## src/sv/nsem_pkg.sv

```systemverilog
`default_nettype none
package nsem_pkg;

  // table geometry
  localparam int SLOT_COUNT  = 64;
  localparam int NAME_BYTES  = 16;
  localparam int QUEUE_DEPTH = 16;
  localparam int PID_BITS    = 16;

  localparam int IDX_W    = $clog2(SLOT_COUNT);
  localparam int USE_W    = $clog2(SLOT_COUNT + 1);
  localparam int QHW      = $clog2(QUEUE_DEPTH);
  localparam int QFW      = $clog2(QUEUE_DEPTH + 1);
  localparam int QA_W     = $clog2(SLOT_COUNT * QUEUE_DEPTH);
  localparam int NAME_W   = 120;
  localparam int COUNT_W  = 7;
  localparam int CMDQ_DEPTH = 2;
  localparam int CMDQ_PW  = $clog2(CMDQ_DEPTH);
  localparam int CMDQ_CW  = $clog2(CMDQ_DEPTH + 1);

  localparam logic [COUNT_W-1:0] COUNT_MAX = 7'd127;

  // item kinds
  localparam logic [2:0] K_CREATE = 3'd0;
  localparam logic [2:0] K_OPEN   = 3'd1;
  localparam logic [2:0] K_WAIT   = 3'd2;
  localparam logic [2:0] K_POST   = 3'd3;
  localparam logic [2:0] K_CLOSE  = 3'd4;
  localparam logic [2:0] K_WDRAW  = 3'd5;

  // result status codes
  localparam logic [2:0] ST_OK       = 3'd0;
  localparam logic [2:0] ST_BLOCKED  = 3'd1;
  localparam logic [2:0] ST_UNUSED   = 3'd2;
  localparam logic [2:0] ST_FULL     = 3'd3;
  localparam logic [2:0] ST_QFULL    = 3'd4;
  localparam logic [2:0] ST_NOTFOUND = 3'd5;
  localparam logic [2:0] ST_SAT      = 3'd6;

  typedef struct packed {
    logic [2:0]  kind;
    logic [5:0]  sem_index;
    logic [6:0]  init_value;
    logic [63:0] name_first;
    logic [55:0] name_rest;
    logic [15:0] caller_pid;
  } in_item_t;

  typedef struct packed {
    logic [2:0]  status;
    logic [5:0]  slot_out;
    logic        wake_valid;
    logic [15:0] wake_pid;
    logic [6:0]  count_now;
  } out_item_t;

  // classified command passed from front to engine
  typedef struct packed {
    logic [2:0]          kind;
    logic [5:0]          sem_index;
    logic                idx_ok;
    logic [IDX_W-1:0]    idx;
    logic [COUNT_W-1:0]  init;
    logic [NAME_W-1:0]   name;
    logic [PID_BITS-1:0] pid;
  } cmd_t;

  // per-slot bookkeeping word
  typedef struct packed {
    logic [COUNT_W-1:0] count;
    logic [QHW-1:0]     head;
    logic [QFW-1:0]     fill;
  } meta_t;

  // zero every byte after the first zero byte and past the name limit
  function automatic logic [NAME_W-1:0] canon_name(logic [63:0] f, logic [55:0] r);
    logic [NAME_W-1:0] w;
    logic ended;
    w = {r, f};
    ended = 1'b0;
    for (int i = 0; i < 15; i++) begin
      if (ended || (i >= NAME_BYTES - 1) || (w[i*8 +: 8] == 8'd0)) begin
        ended = 1'b1;
        w[i*8 +: 8] = 8'd0;
      end
    end
    return w;
  endfunction

endpackage
`default_nettype wire

```

## src/sv/nsem_front.sv

```systemverilog
`default_nettype none
module nsem_front (
  input  wire nsem_pkg::in_item_t item,
  output nsem_pkg::cmd_t          cmd
);
  // classify the transaction and put the name in canonical form
  always_comb begin
    cmd.kind      = item.kind;
    cmd.sem_index = item.sem_index;
    cmd.idx_ok    = (32'(item.sem_index) < nsem_pkg::SLOT_COUNT);
    cmd.idx       = nsem_pkg::IDX_W'(item.sem_index);
    cmd.init      = item.init_value;
    cmd.name      = nsem_pkg::canon_name(item.name_first, item.name_rest);
    cmd.pid       = nsem_pkg::PID_BITS'(item.caller_pid);
  end
endmodule
`default_nettype wire

```

## config.mk

```make
export PLATFORM = sky130hd
export DESIGN_NAME = nsem_front
export DESIGN_NICKNAME = d
export VERILOG_FILES = /design/src/sv/nsem_pkg.sv /design/src/sv/nsem_front.sv
export SDC_FILE = /design/constraint.sdc
export NUM_CORES = 1
export LEC_CHECK = 0
export BUFFER_PORTS_ARGS = -buffer_cell sky130_fd_sc_hd__buf_2
export CAP_MARGIN = 20
export CORE_AREA = 3 3 119 121
export DETAILED_ROUTE_END_ITERATION = 8
export DIE_AREA = 0 0 122 124
export PLACE_DENSITY = 0.55
export SLEW_MARGIN = 20
export SYNTH_ARGS = -nofsm -noshare
export SYNTH_HDL_FRONTEND = slang
export SYNTH_SLANG_ARGS = --single-unit
```

## constraint.sdc

```tcl
create_clock -name vclk -period 1.2
set_input_delay 0.06 -clock vclk [all_inputs]
set_output_delay 0.06 -clock vclk [all_outputs]
set_load 0.05 [all_outputs]
```

After elaboration in Yosys (flattened, before gate mapping)
Index checks and enable logic that the tools add are counted.

Multiplexer cells: 29. Reductions and logical operators: 29.

Operators by type and width (count): 8-bit logical NOT (15); 8-bit two-way mux (15); 1-bit logical OR (14); 1-bit two-way mux (14).

Output and inout bits: 159. Register bits: 0. Input bits: 152. Logic and storage cells: 58.

Longest topological paths before layout
Depth after elaboration: 30. Gate-level depth with buffers: 7. Depth with buffers taken out: 5.

Worst setup path before layout
Ideal clock, no wire load.

Path kind: input to output. From: input item[113] (netlist name). To: output cmd[128] (netlist name). Stages on the path: 6. Path buffers: 1. Slack: -0.847 ns. Data required time: 1.140 ns. Arrival: 1.987 ns. Path through: nor4_1 > nand2_2 > nand4_2 > or3_1 > buf_2 > nor3_1.

RTL lines: from (decl) (line nsem_front.sv:3) `input wire nsem_pkg::in_item_t item,`; to (decl) (line nsem_front.sv:4) `output nsem_pkg::cmd_t cmd`.

==> results.toml <==
[status]
outcome = "finished, violations left"
violations = "setup timing"

[placed_design]
dp_hpwl_microns = 8010
io_buffers = 240
gp_congestion = 0.760

[synthesis]
synth_top_area_share = 0.299
synth.yosys.warnings = 0
syn-num-nets = 395
syn_avg_cell_area_sq_um = 6.12
synthTopCellsByArea = "and2_1 (30%), buf_4 (20%), nor4_1 (11%), and3_1 (11%), nand3_1 (5.7%)"
yosysTopAreaCell = "and2_1"
yosysSeqAreaShare = 0
synth_area_sq_um = 1490
synth.distinct_cells = 22
synth_cells = 243

[critical_path]
critPathSlowestCell = "nor4_4"
criticalPathCategory = "in2out"
worst_ep_arrival_time_ps = 1440
crit_top_cell = "and3_4"
cpLargestDelayFamily = "simple AND/OR/NAND/NOR gates"
cp.required_ps = 1140
path_depth = 8
cp_num_buf_inv = 3
worst-path-max-fanout = 7
end_kind = "output port"
critPathMaxStageDelay_ps = 270
path_cells = "buf_6 -> nor4_4 -> nand2_2 -> buf_6 -> and3_4 -> and3_4 -> and3_4 -> buf_8"
startpoint_type = "primary input"

[sta]
hold_ws_ps = 120
worst_pin_slew_ps = 573
period_share = 1.25
fmax_mhz = 666
drv_slew = 0
layout_setup_ws_ps = -300
finalHoldViolCount = 0
rsz0062_at_grt = "true"
maxSlewHeadroom = 0.615
finalSetupViolations = 110
final.setup.tns_ps = -24520
period_minus_slack_ps = 1500

[floorplan]
start_util = 0.113
dieArea_sq_um = 15100
rows = 42
core_sq_um = 13200
fp.dieH_microns = 124
io_pins = 311
dieWidth_microns = 122

[route]
drcViolationCount = 0
drt_iter0_markers = 23
dr.pass1.iters = 4
postRouteAntennaNets = 0
num_vias = 2793
wire_per_inst_microns = 17.4
avgViaCountPerCell = 4.13
wirelength_microns = 11800

[finish]
seq_cell_count = 0
n_antenna_cell = 0
drive_above_1_share = 0.972
register_area_sq_um = 0
final_cell_mix = "buf_6 (113), buf_2 (74), and2_4 (68)"
syn2layout_area_growth_pct = 268
layout.nets = 655
final_common_cell = "buf_6"
clkbuf_count = 0

[pwr]
p_per_area_nw_per_um2 = 493
leakage_nw = 2.60
peakVddDrop_mv = 0.244

[clock_tree]
cts_hold_buffers = 0

[worst_hold_path]
min_to = "cmd[140]"
hold_class = "in2out"
min_from = "item[140]"
hold_depth = 0

[global_routing]
antenna_found_initial = 2
grt_pass1_wl_microns = 16200
grt-ovfl-total = 0
grt_usage = 0.136
grt_pass1_vias = 3026
grt_max_degree = 17

[run]
cap_violations = 0
## Yosys cell counts (all sizes together)
cell	count
a21oi	1
and2	71
and3	26
and4	1
buf	46
clkbuf	13
conb	1
nand2	14
nand3	17
nand4	2
nor2	11
nor3	10
nor4	27
or3	1
or4	2
## power breakdown
| part | switching [mW] | internal (mW) |
|---|---|---|
| Clock | 0 | 0 |
| Combinational | 1.45 | 1.25 |
| Sequential | 0 | 0 |
## layout make-up
cell class	count	area, sq um
fillers	1251	7720
multi-input cells	188	2080
well taps	176	220
repair buffers	313	3170
## through the flow
step | cells | utilization | worst slack, ps | instance area (sq um) | power [mW]
global placement | 661 | 0.256 | -687 | 3380 | 1.90
global route | 677 | 0.415 | -352 | 5470 | 2.80
floorplan | 243 | - | -270 | 1890 | 1.64
CTS | 673 | 0.385 | -302 | 5080 | 2.54
detailed placement | 661 | 0.256 | -692 | 3380 | 1.90
finish | 677 | 0.415 | -300 | 5470 | 2.70
## routing by layer
layer,vias up,GRT usage,share of wire
li1,1322,-,-
met1,1290,0.136,0.31
met3,26,0.0354,0.091
met2,151,0.280,0.58
met5,-,0,0.0023
met4,4,0.0245,0.018
## worst max-delay path by stage
| stage | start | to |
|---|---|---|
| after floorplan | item[119] | cmd[133] |
| after global placement | item[122] | cmd[83] |
| after detailed placement | item[98] | cmd[115] |
| after CTS | item[87] | cmd[83] |
| after global routing | item[106] | cmd[92] |
| final | item[84] | cmd[65] |
## cells by family after synthesis
kind of cell | after synthesis | synth area share
buffers and inverters | 59 | 0.266
and+or+nand+nor | 182 | 0.728
AOI/OAI and AO/OA | 1 | 0.00336
other | 1 | 0.00252
## timing repair
action | in CTS | in global routing
resized for setup | 400 | 91
setup buffers | 7 | 6
cloned | 6 | 2
pin swaps | 54 | 46
setup endpoints to repair | 112 | 112
Note: power is estimated with default switching activity, not from simulation.
