<file path="src/sv/nsem_pkg.sv">
`default_nettype none
package nsem_pkg;

  // table geometry
  localparam int SLOT_COUNT  = 64;
  localparam int NAME_BYTES  = 16;
  localparam int QUEUE_DEPTH = 16;
  localparam int PID_BITS    = 16;

  localparam int IDX_W    = $clog2(SLOT_COUNT);
  localparam int USE_W    = $clog2(SLOT_COUNT + 1);
  localparam int QHW      = $clog2(QUEUE_DEPTH);
  localparam int QFW      = $clog2(QUEUE_DEPTH + 1);
  localparam int QA_W     = $clog2(SLOT_COUNT * QUEUE_DEPTH);
  localparam int NAME_W   = 120;
  localparam int COUNT_W  = 7;
  localparam int CMDQ_DEPTH = 2;
  localparam int CMDQ_PW  = $clog2(CMDQ_DEPTH);
  localparam int CMDQ_CW  = $clog2(CMDQ_DEPTH + 1);

  localparam logic [COUNT_W-1:0] COUNT_MAX = 7'd127;

  // item kinds
  localparam logic [2:0] K_CREATE = 3'd0;
  localparam logic [2:0] K_OPEN   = 3'd1;
  localparam logic [2:0] K_WAIT   = 3'd2;
  localparam logic [2:0] K_POST   = 3'd3;
  localparam logic [2:0] K_CLOSE  = 3'd4;
  localparam logic [2:0] K_WDRAW  = 3'd5;

  // result status codes
  localparam logic [2:0] ST_OK       = 3'd0;
  localparam logic [2:0] ST_BLOCKED  = 3'd1;
  localparam logic [2:0] ST_UNUSED   = 3'd2;
  localparam logic [2:0] ST_FULL     = 3'd3;
  localparam logic [2:0] ST_QFULL    = 3'd4;
  localparam logic [2:0] ST_NOTFOUND = 3'd5;
  localparam logic [2:0] ST_SAT      = 3'd6;

  typedef struct packed {
    logic [2:0]  kind;
    logic [5:0]  sem_index;
    logic [6:0]  init_value;
    logic [63:0] name_first;
    logic [55:0] name_rest;
    logic [15:0] caller_pid;
  } in_item_t;

  typedef struct packed {
    logic [2:0]  status;
    logic [5:0]  slot_out;
    logic        wake_valid;
    logic [15:0] wake_pid;
    logic [6:0]  count_now;
  } out_item_t;

  // classified command passed from front to engine
  typedef struct packed {
    logic [2:0]          kind;
    logic [5:0]          sem_index;
    logic                idx_ok;
    logic [IDX_W-1:0]    idx;
    logic [COUNT_W-1:0]  init;
    logic [NAME_W-1:0]   name;
    logic [PID_BITS-1:0] pid;
  } cmd_t;

  // per-slot bookkeeping word
  typedef struct packed {
    logic [COUNT_W-1:0] count;
    logic [QHW-1:0]     head;
    logic [QFW-1:0]     fill;
  } meta_t;

  // zero every byte after the first zero byte and past the name limit
  function automatic logic [NAME_W-1:0] canon_name(logic [63:0] f, logic [55:0] r);
    logic [NAME_W-1:0] w;
    logic ended;
    w = {r, f};
    ended = 1'b0;
    for (int i = 0; i < 15; i++) begin
      if (ended || (i >= NAME_BYTES - 1) || (w[i*8 +: 8] == 8'd0)) begin
        ended = 1'b1;
        w[i*8 +: 8] = 8'd0;
      end
    end
    return w;
  endfunction

endpackage
`default_nettype wire

</file>
<file path="src/sv/nsem_cmdq.sv">
`default_nettype none
module nsem_cmdq (
  input  wire logic           clk,
  input  wire logic           rst_n,
  input  wire logic           push,
  input  wire nsem_pkg::cmd_t push_data,
  input  wire logic           pop,
  output nsem_pkg::cmd_t      head,
  output logic                full,
  output logic                empty
);
  nsem_pkg::cmd_t ent_r [nsem_pkg::CMDQ_DEPTH];
  logic [nsem_pkg::CMDQ_PW-1:0] wp_r, rp_r;
  logic [nsem_pkg::CMDQ_CW-1:0] cnt_r;

  assign full  = (cnt_r == nsem_pkg::CMDQ_CW'(nsem_pkg::CMDQ_DEPTH));
  assign empty = (cnt_r == '0);
  assign head  = ent_r[rp_r];

  function automatic logic [nsem_pkg::CMDQ_PW-1:0] bump(logic [nsem_pkg::CMDQ_PW-1:0] p);
    return (32'(p) == nsem_pkg::CMDQ_DEPTH - 1) ? '0 : p + 1'b1;
  endfunction

  // storage
  always_ff @(posedge clk) begin
    if (push && !full) begin
      ent_r[wp_r] <= push_data;
    end
  end

  // pointers and fill
  always_ff @(posedge clk) begin
    if (!rst_n) begin
      wp_r  <= '0;
      rp_r  <= '0;
      cnt_r <= '0;
    end else begin
      if (push && !full) wp_r <= bump(wp_r);
      if (pop && !empty) rp_r <= bump(rp_r);
      cnt_r <= cnt_r + nsem_pkg::CMDQ_CW'(push && !full) - nsem_pkg::CMDQ_CW'(pop && !empty);
    end
  end
endmodule
`default_nettype wire

</file>
<file path="config.mk">
export PLATFORM = sky130hd
export DESIGN_NAME = nsem_cmdq
export DESIGN_NICKNAME = d
export VERILOG_FILES = /design/src/sv/nsem_pkg.sv /design/src/sv/nsem_cmdq.sv
export SDC_FILE = /design/constraint.sdc
export NUM_CORES = 1
export LEC_CHECK = 0
export CORE_MARGIN = 4
export CORE_UTILIZATION = 55
export DETAILED_ROUTE_END_ITERATION = 7
export DONT_BUFFER_PORTS = 1
export GPL_TIMING_DRIVEN = 1
export PLACE_DENSITY = 0.77
export SETUP_SLACK_MARGIN = 0.3
export SYNTH_ARGS = -nofsm -noshare
export SYNTH_HDL_FRONTEND = slang
export SYNTH_SLANG_ARGS = --single-unit
</file>
<file path="constraint.sdc">
create_clock -name clk -period 14.7 [get_ports clk]
set_input_delay 1.47 -clock clk [delete_from_list [all_inputs] [get_ports clk]]
set_output_delay 1.47 -clock clk [all_outputs]
set_load 0.005 [all_outputs]
</file>
# Yosys cells after proc, flatten, opt, wreduce, memory -nomap -nowiden
# Memory sizes are Yosys's and may differ from the RTL's. A register that Yosys moved wholly into a read port is not among the register bits.
# Index checks and enable logic that the tools add are counted.
[word_totals] regBits=4 ram_bits=318 word_cells=20 memories=1
[op_classes] add_sub_neg=4 eq_ne=1 n_mux=6 reduce_logical=5
[mem_list] name="ent_r" depth=2 word_bits=159 read_ports=1 rd_ports_with_merged_regs=1 write_ports=1 line="nsem_cmdq.sv:12" text="nsem_pkg::cmd_t ent_r [nsem_pkg::CMDQ_DEPTH];"
[op_table] op="$mux W1" n=6
[op_table] op="$add A1 B1 Y1 const B" n=2
[op_table] op="$add A2 B1 Y2" n=1
[op_table] op="$eq A2 B2 Y1 const B" n=1
[op_table] op="$logic_and A1 B1 Y1" n=2
[op_table] op="$logic_not A1 Y1" n=2
[op_table] op="$logic_not A2 Y1" n=1
[op_table] op="$sub A2 B1 Y2" n=1

# Logic depth before layout (Yosys ltp)
# Gate-level depths: netlist of the first run.
[logic_depth] depth_word=5 mapped_depth=8 ltp_nobuf=8

# Least setup slack after synthesis of the first run
# No wires, ideal clock.
[synth_path] path_type="input-to-reg" start="input port push" end="memory ent_r[0][0] (netlist name), enable pin" arrival_ns=8.162 t_required_ns=14.020 slack_ns=5.858 cell_stages=2 n_path_buf=0 cell_sequence="nand2_1 -> nor2_1"
[synth_between] elab_chain_cells=3
[synth_lines] item="start, declared" line="nsem_cmdq.sv:5" text="input wire logic push,"
[synth_lines] item="$logic_and A1 B1 Y1" line="nsem_cmdq.sv:26" text="if (push && !full) begin"
[synth_lines] item="$mux W1" line="nsem_cmdq.sv:26"
[synth_lines] item="$mux W1 (implied by the code)" line="nsem_cmdq.sv:27" text="ent_r[wp_r] <= push_data;"
[synth_lines] item="end, declared" line="nsem_cmdq.sv:12"
# No other way between the ends.

==> results of run 1 <==
-- worst min-delay path: stages (launching register included) --
cell and delay [ns]:
dfxtp_1 0.33, xnor2_1 0.09, nor2b_1 0.10
-- path summary, 6_finish.rpt --
kind	startpoint	slack, ns	endpoint	cells after the start
max reg2reg	cnt_r[0]	11.67	ent_r[0][73]	5
min	rp_r	0.55	flop	2
max	flop	10.32	head[143]	2
min reg2reg	rp_r	0.55	flop	2
-- through the flow --
stage          cell area, sq um  utilization
2_1_floorplan             12100            -
3_3_place_gp              12400        0.568
3_5_place_dp              12400        0.568
4_1_cts                   13300        0.613
5_1_grt                   13300        0.613
6_report                  13300        0.613
-- per-layer routing --
metal,track usage,vias up,wire length [microns]
met5,0,-,0
met4,0.0401,0,334
met3,0.0987,25,3320
met2,0.280,273,10600
met1,0.183,2348,7180
li1,-,2089,-
-- registers in the layout, indices dropped and copies added, names as in the netlist, named ones only --
name and cells:
cnt_r 2, ent_r 318, rp_r 1, wp_r 1
-- final cells by class --
type / count / share of cell area
flip-flops and latches: 323 / 0.724
multi-input cells: 177 / 0.173
clock buffers: 41 / 0.0632
well taps: 280 / 0.0263
clock inverters: 15 / 0.0104
repair buffers: 5 / 0.00281
inverters: 2 / 0.000563
-- placed cells by master, fill, tap and decap left out --
cell type   instances
nor2_4              1
o21a_1              1
clkbuf_1            7
inv_1               2
nor2_1              1
bufinv_16           2
clkbuf_8            3
xnor2_1             3
mux2_4            101
edfxtp_1          318
clkbuf_16          31
nor2b_1             2
dfxtp_1             4
buf_4               5
clkinv_2            5
mux2_2             58
nand2_1             2
nand2b_1            2
clkinv_4            1
mux2i_1             1
ha_1                2
dfxtp_4             1
clkinv_1            2
and2_1              2
and3_4              1
clkinvlp_4          5
-- cells by family after synthesis --
logic type               Yosys count  synth area share
buffers and inverters             20            0.0153
XOR/XNOR                           3           0.00217
AND/OR/NAND/NOR                   11           0.00485
AO/OA/AOI/OAI                      1          0.000619
flip-flops                       323             0.795
adder cells (fa/ha/maj)            2           0.00206
multiplexers                     160             0.180
-- power groups by stage --
stage / Combinational [mW] / Clock [mW] / Sequential [mW]
2_1_floorplan: 0.381 / 0 / 1.23
3_3_place_gp: 0.410 / 0 / 1.23
3_5_place_dp: 0.419 / 0 / 1.24
4_1_cts: 0.421 / 0.767 / 1.22
5_1_grt: 0.439 / 0.813 / 1.23
6_report: 0.410 / 0.747 / 1.22
==> metrics.txt, run 1 <==
CP Cell Sequence buf_4, mux2_2; DRC violations left 0; Post-Syn Area per Cell 23.3 sq um; Int Pwr 1.80 mW; # port buffers 0; Worst path top cell family by delay flip-flops; dpl hpwl 14.9 mm; Final TNS setup 0 ns; slowest CP cell dfxtp_4; largest net degree at the start of global routing 84; max_cap viols 0; Final Skew 0.0101 ns; Seq cells post-synth 323; GRT Overall Usage 0.167; area grow syn2layout 9.96%; power density cells 178 nW/um^2; Root Buffer clkbuf_16; RePlAce Congestion 0.813; CTS buffer count 30; Ant. Diodes 0; total power 2.37 mW; post-layout min period 4.38 ns; Leak Pwr 4.51 nW; worst rel slew slack 0.262; Post-CTS Hold Buffers 0; DRT Pass-1 Iters 4; Finished Layout Cells around 840; vias per inst between 5 and 6; switching share of power 0.239; post-DR wirelength/cell 25.4 microns; post-CTS resize count 0; worst hold slack roughly 0.55 ns; WP buf/inv 1; WP data arrival 2.91 ns; CP Data Required Time 13.23 ns; Die Area 24500 sq um; Worst Hold Class reg -> reg; Post-Synthesis Cells 520; unrepaired setup endpoints after global routing no; Post-synth EDFFs approximately 320; CTS tree done; Seq/Total Area, Yosys 0.795; placed insts 787; outcome finished, final reports clean; syn nets about 700; Synth Flop Type edfxtp_1; CP Launch Type flop; Clk Latency, worst-skew pair 0.54 ns; actual slew at the worst max-slew pin 1.11 ns; crit path max fanout 62; fmax 229 MHz; max-slew violations 0; Setup CP Type reg -> out; DRT iter0 DRCs 294; sw power around 0.57 mW; synth top area cells edfxtp_1, mux2_4, mux2_2; Top Ports 324; vias in the first global route 5056; Final nets between 700 and 800; synth warn 0; crit-path max cell delay 0.95 ns; H-Tree Depth 1; Die Wd between 150 and 200 microns; CTS Sinks 323; period utilization 0.298; clock-pin slew on the worst setup and hold paths 0.06 ns; grt total ovfl 0; Yosys cell types 17; Post-CTS Setup Inserts 0; clk buf depth 3; Rows between 50 and 60; most frequent cell after synthesis edfxtp_1; ys async rst share 0; Synth top area share 0.787; clock power share 0.315; initial core utilization 0.558; via count 4735; layout cell share with drive strength beyond 1 0.380; Yosys top cell by area edfxtp_1; Max IR drop VDD ~0.00013 V; Die Span Y ~160 microns; Multi-input gate area 2310 sq um; synthesized cell area 12100 sq um; filler cell count about 1500; first-pass GRT wire length 30.8 mm; final hold vios 0; Gate power share 0.173; Crit. End Element output port; core area 21800 sq um; most instantiated cells after synthesis edfxtp_1, mux2_4, mux2_2; antenna viol nets, final 0; fin worst setup slack approximately 10 ns; Post-Route WL 21.4 mm; final setup violation count 0; register area 9650 sq um; pre-CTS WS 10.75 ns; initial antenna violation count 0; Seq pwr share 0.513
No activity file was read; power rests on OpenSTA's default activity.
==> inputs of run 2 (changes only) <==
==> constraint.sdc (replaced) <==
create_clock -name clk -period 4.4 [get_ports clk]
set_input_delay 0.44 -clock clk [delete_from_list [all_inputs] [get_ports clk]]
set_output_delay 0.44 -clock clk [all_outputs]
set_load 0.005 [all_outputs]
==> metrics.txt, run 2 (synthesis results as in run 1) <==
outcome finished, final reports clean; Post-Route WL 23.6 mm (+10%); worst rel slew slack 0.215 (-0.0475); layout cell share with drive strength beyond 1 0.290 (-0.0905); Seq pwr share 0.495 (-0.018); Die Wd 157 microns (unchanged); max-slew violations 0 (unchanged); max reg flops 318 (unchanged); max_cap viols 0 (unchanged); final hold vios 0 (unchanged); post-DR wirelength/cell 23.5 microns (-7.7%); # port buffers 0 (unchanged); Int Pwr 6.04 mW (+230%); vias in the first global route 5892 (+17%); Die Span Y 157 microns (unchanged); actual slew at the worst max-slew pin 1.18 ns (+0.0712 ns); Largest Register ent_r; period utilization 0.616; Leak Pwr 5.17 nW (+15%); switching share of power 0.248 (+0.00819); pre-CTS WS 1.94 ns (-8.81 ns); Top Ports 324 (unchanged); CP Launch Type flop; sw power 1.99 mW (+250%); dpl hpwl 14.5 mm (-2.5%); crit path max fanout 76 (+23%); post-CTS resize count 0 (unchanged); Final nets 866 (+23%); top flop regs ent_r: 318 flops, cnt_r: 2 flops; filler cell count 1298 (-11%); CP Data Required Time 3.96 ns (-9.27 ns); placed insts 789 (+0.25%); DRT Pass-1 Iters 4 (unchanged); H-Tree Depth 1 (unchanged); flop-to-flop setup slack 1.99 ns (-9.68 ns); antenna viol nets, final 0 (unchanged); GRT Overall Usage 0.183 (+0.0161); core area 21800 sq um (unchanged); largest net degree at the start of global routing 90 (+7.1%); Gate power share 0.205 (+0.032); Setup CP Type reg -> out; RR Endpoint ent_r[0][61]; clk buf depth 3 (unchanged); Rows 54 (unchanged); fmax about 370 MHz; power density cells 538 nW/um^2 (+200%); RePlAce Congestion 0.753 (-7.3%); Root Buffer clkbuf_16; Worst Hold Launch rst_n; Die Area 24500 sq um (unchanged); most used cells in the layout excluding fill and tap cells edfxtp_1, dlygate4sd3_1, mux2_4, mux2_2, clkbuf_16; clock-pin slew on the worst setup and hold paths 0.06 ns (about the same); area grow syn2layout 22.9%; hold path endpoint cnt_r[1]; final setup violation count 0 (unchanged); initial core utilization 0.558 (unchanged); Finished Layout Cells 1006 (+19%); CTS buffer count 31 (+3.3%); Post-CTS Setup Inserts 0 (unchanged); first-pass GRT wire length 34.4 mm (+12%); Clk Latency, worst-skew pair 0.53 ns (about the same); Post-CTS Hold Buffers 159 (+159); Max IR drop VDD 0.000494 V (+280%); WP data arrival 2.27 ns (-0.64 ns); WHS Path Cells 1 (-1); CTS Sinks 323 (unchanged); Worst Hold Class in -> reg; post-layout min period around 2.7 ns; initial antenna violation count 1 (+1); vias per inst 5.50 (-2.1%); register area 9650 sq um (unchanged); Final Skew 0.00848 ns (-0.00159 ns); via count 5530 (+17%); grt total ovfl 0 (unchanged); worst reg2reg path depth 4 (-1); unrepaired setup endpoints after global routing no; fin worst setup slack 1.69 ns (-8.64 ns); Multi-input gate area 2310 sq um (unchanged); Final TNS setup 0 ns (unchanged); most common cell after layout, fill and taps aside edfxtp_1; CTS tree done; DRT iter0 DRCs 282 (-4.1%); Crit. End Element output port; total power 8.03 mW (+240%); reg2reg start cnt_r[0]; DRC violations left 0 (unchanged); clock power share 0.300 (-0.015)
## run 2: changes by cell type in the layout (fill, tap and decap cells not counted), moves of 2 or more
cell	previous run	this run
clkinvlp_4	5	1
dlygate4sd3_1	0	159
clkbuf_8	3	0
clkbuf_1	7	13
buf_12	0	2
## run 2: area by class of cell
| class | instances | share of cell area |
|---|---|---|
| Antenna cell | 1 | 0.000168 |
| Clock inverter | 13 | 0.00646 |
| Clock buffer | 44 | 0.0553 |
| Sequential cell | 323 | 0.647 |
| Tap cell | 280 | 0.0235 |
| Timing Repair Buffer | 166 | 0.112 |
| Multi-Input combinational cell | 177 | 0.155 |
| Inverter | 2 | 0.000503 |
## run 2: worst max-delay path by stage
stage	end	cells after the start	from
3_3_place_gp	ent_r[0][55]	4	cnt_r[0]
3_5_place_dp	ent_r[0][98]	4	cnt_r[0]
6_report	head[135]	2	flop
5_1_grt	head[135]	2	flop
2_1_floorplan	ent_r[0][0]	3	cnt_r[0]
4_1_cts	head[153]	2	flop
## run 2: power groups by stage
stage                     clock [mW]  sequential [mW]  combinational, mW
after floorplan                    0             4.02               1.28
after global placement             0             4.01               1.49
after detailed placement           0             4.04               1.53
after CTS                       2.44             3.97               1.67
after global routing            2.60             4.01               1.76
final                           2.40             3.98               1.65
## run 2: stage by stage
stage / hold WS (ns) / instance area, sq um / utilization
after global placement: 0.507 / 12400 / 0.570
final: 0.0380 / 14900 / 0.685
after global routing: 0.0206 / 14900 / 0.685
after detailed placement: 0.539 / 12400 / 0.570
after floorplan: 0.488 / 12100 / -
after CTS: 0.00858 / 14900 / 0.685
## run 2: critical path, cell delays in order (launching register included)
cell and delay (ns):
dfxtp_4 0.35, buf_4 0.81, mux2_2 0.45
## run 2: metal layers
metal,share of wire,vias up,global-route usage
li1,-,2435,-
met1,0.37,2750,0.214
met2,0.51,306,0.322
met3,0.10,39,0.0664
met4,0.022,0,0.0483
met5,0,-,0
==> inputs of run 3 (changes only) <==
==> constraint.sdc (replaced) <==
create_clock -name clk -period 2.65 [get_ports clk]
set_input_delay 0.265 -clock clk [delete_from_list [all_inputs] [get_ports clk]]
set_output_delay 0.265 -clock clk [all_outputs]
set_load 0.005 [all_outputs]
==> metrics.txt, run 3 (synthesis results as in run 1) <==
max_cap viols 0 (unchanged); max-slew violations 0 (unchanged); flop-to-flop setup slack 1.02 ns (-0.97 ns); CTS tree done; CTS buffer count 31 (unchanged); antenna viol nets, final 0 (unchanged); Root Buffer clkbuf_16; initial antenna violation count 4 (+3); post-layout min period 2.10 ns; max reg flops 318 (unchanged); # port buffers 0 (unchanged); clk buf depth 3 (unchanged); vias in the first global route 6024 (+2.2%); Die Wd 157 microns (unchanged); WL met3 2.57 mm (+4.7%); layout cell share with drive strength beyond 1 0.304 (+0.0143); crit path max fanout 42 (-45%); first-pass GRT wire length 35.3 mm (+2.6%); vias per inst 5.47 (-0.48%); Clk Latency, worst-skew pair 0.54 ns (about the same); RR Endpoint cnt_r[1]; most common cell after layout, fill and taps aside edfxtp_1; post-DR wirelength/cell 23.9 microns (+1.9%); dpl hpwl 14.9 mm (+2.7%); unrepaired setup endpoints after global routing no; outcome finished, final reports clean; final setup violation count 0 (unchanged); WP data arrival 1.84 ns (-0.43 ns); final hold vios 0 (unchanged); filler cell count 1277 (-1.6%); M1 wire length 8.90 mm (+2.5%); Final nets 869 (+0.35%); worst rel slew slack 0.661 (+0.446); period utilization 0.794; power density cells 908 nW/um^2 (+69%); top flop regs ent_r: 318 flops, cnt_r: 2 flops; largest net degree at the start of global routing 88 (-2.2%); DRT Pass-1 Iters 6 (+2); CTS Sinks 323 (unchanged); RePlAce Congestion 0.764 (+1.4%); Worst Setup EP head[138]; area grow syn2layout 24.7%; H-Tree Depth 1 (unchanged); CP Launch Type flop; Largest Register ent_r; Die Span Y 157 microns (unchanged); Worst Hold Class in -> reg; grt total ovfl 0 (unchanged); fmax 475 MHz; cell area after layout 15100 sq um (+1.4%); initial core utilization 0.558 (unchanged); Crit. End Element output port; met2 WL post-DR 12.2 mm (+2.5%); Max IR drop VDD 0.000701 V (+42%); DRC violations left 0 (unchanged); Top Ports 324 (unchanged); via count 5531 (+0.018%); Final Skew 0.00843 ns (-0.0000498 ns); actual slew at the worst max-slew pin 0.509 ns (-0.669 ns); post-placement cell area 12500 sq um (+0.64%); total power 13.7 mW (+71%); Rows 54 (unchanged); CP Data Required Time 2.38 ns (-1.58 ns); worst reg2reg path depth 7 (+3); GRT Overall Usage 0.188 (+0.00488); Post-Route WL 24.2 mm (+2.4%); Die Area 24500 sq um (unchanged); DRT iter0 DRCs 346 (+23%); worst hold slack 0.102 ns (+0.0641 ns); core area 21800 sq um (unchanged); DR top layer met4; reg2reg start cnt_r[1]; Setup CP Type reg -> out; most used cells in the layout excluding fill and tap cells edfxtp_1, dlygate4sd3_1, mux2_4, mux2_2, clkbuf_16; Leak Pwr 5.25 nW (+1.5%); clock-pin slew on the worst setup and hold paths 0.06 ns (about the same); fin util 0.695 (+0.00978)
[run 3: layout make-up]
class / instances / area [sq um] / share of cell area
Inverter: 2 / 7.51 / 0.000496
Tap cell: 280 / 350 / 0.0232
Multi-Input combinational cell: 177 / 2320 / 0.154
Clock inverter: 24 / 233 / 0.0154
Clock buffer: 32 / 779 / 0.0515
Timing Repair Buffer: 169 / 1770 / 0.117
Sequential cell: 323 / 9650 / 0.638
Antenna cell: 4 / 10.0 / 0.000662
[run 3: worst min path at each step]
stage | end | startpoint | slack (ns) | cells after the start
2_1_floorplan | ent_r[0][0] | push_data[0] | 0.36 | 0
3_3_place_gp | ent_r[0][5] | push_data[5] | 0.36 | 0
3_5_place_dp | ent_r[0][122] | push_data[122] | 0.36 | 0
4_1_cts | flop | pop | 0.08 | 3
5_1_grt | flop | pop | 0.11 | 3
6_report | flop | pop | 0.10 | 3
[run 3: timing repair]
action,4_1_cts,5_1_grt
gates resized for setup,0,0
endpoints found under the setup margin,0,4
endpoints found under the hold margin,323,0
hold buffers,161,0
setup buffers,0,1
[run 3: metal layers]
| layer | track usage | vias to the layer above |
|---|---|---|
| li1 | - | 2448 |
| met1 | 0.219 | 2735 |
| met2 | 0.328 | 319 |
| met3 | 0.0730 | 29 |
| met4 | 0.0475 | 0 |
| met5 | 0 | - |
[run 3: per-stage QoR]
step           setup slack [ns]  setup TNS [ns]  std cells
2_1_floorplan            -0.647         -140.77        520
3_3_place_gp              0.970               0        789
3_5_place_dp              0.940               0        789
4_1_cts                   0.355               0       1006
5_1_grt                   0.465               0       1011
6_report                  0.546               0       1011
[run 3: where the power goes]
group / switching [mW] / total, mW / internal, mW
sequential: 0.225 / 6.64 / 6.42
combinational: 1.38 / 2.77 / 1.39
clock: 1.79 / 4.31 / 2.53
total: 3.39 / 13.7 / 10.3
[run 3: critical path, stage by stage, from the launching register on]
cell and delay, ns:
dfxtp_4 0.53, buf_12 0.33, mux2_2 0.40
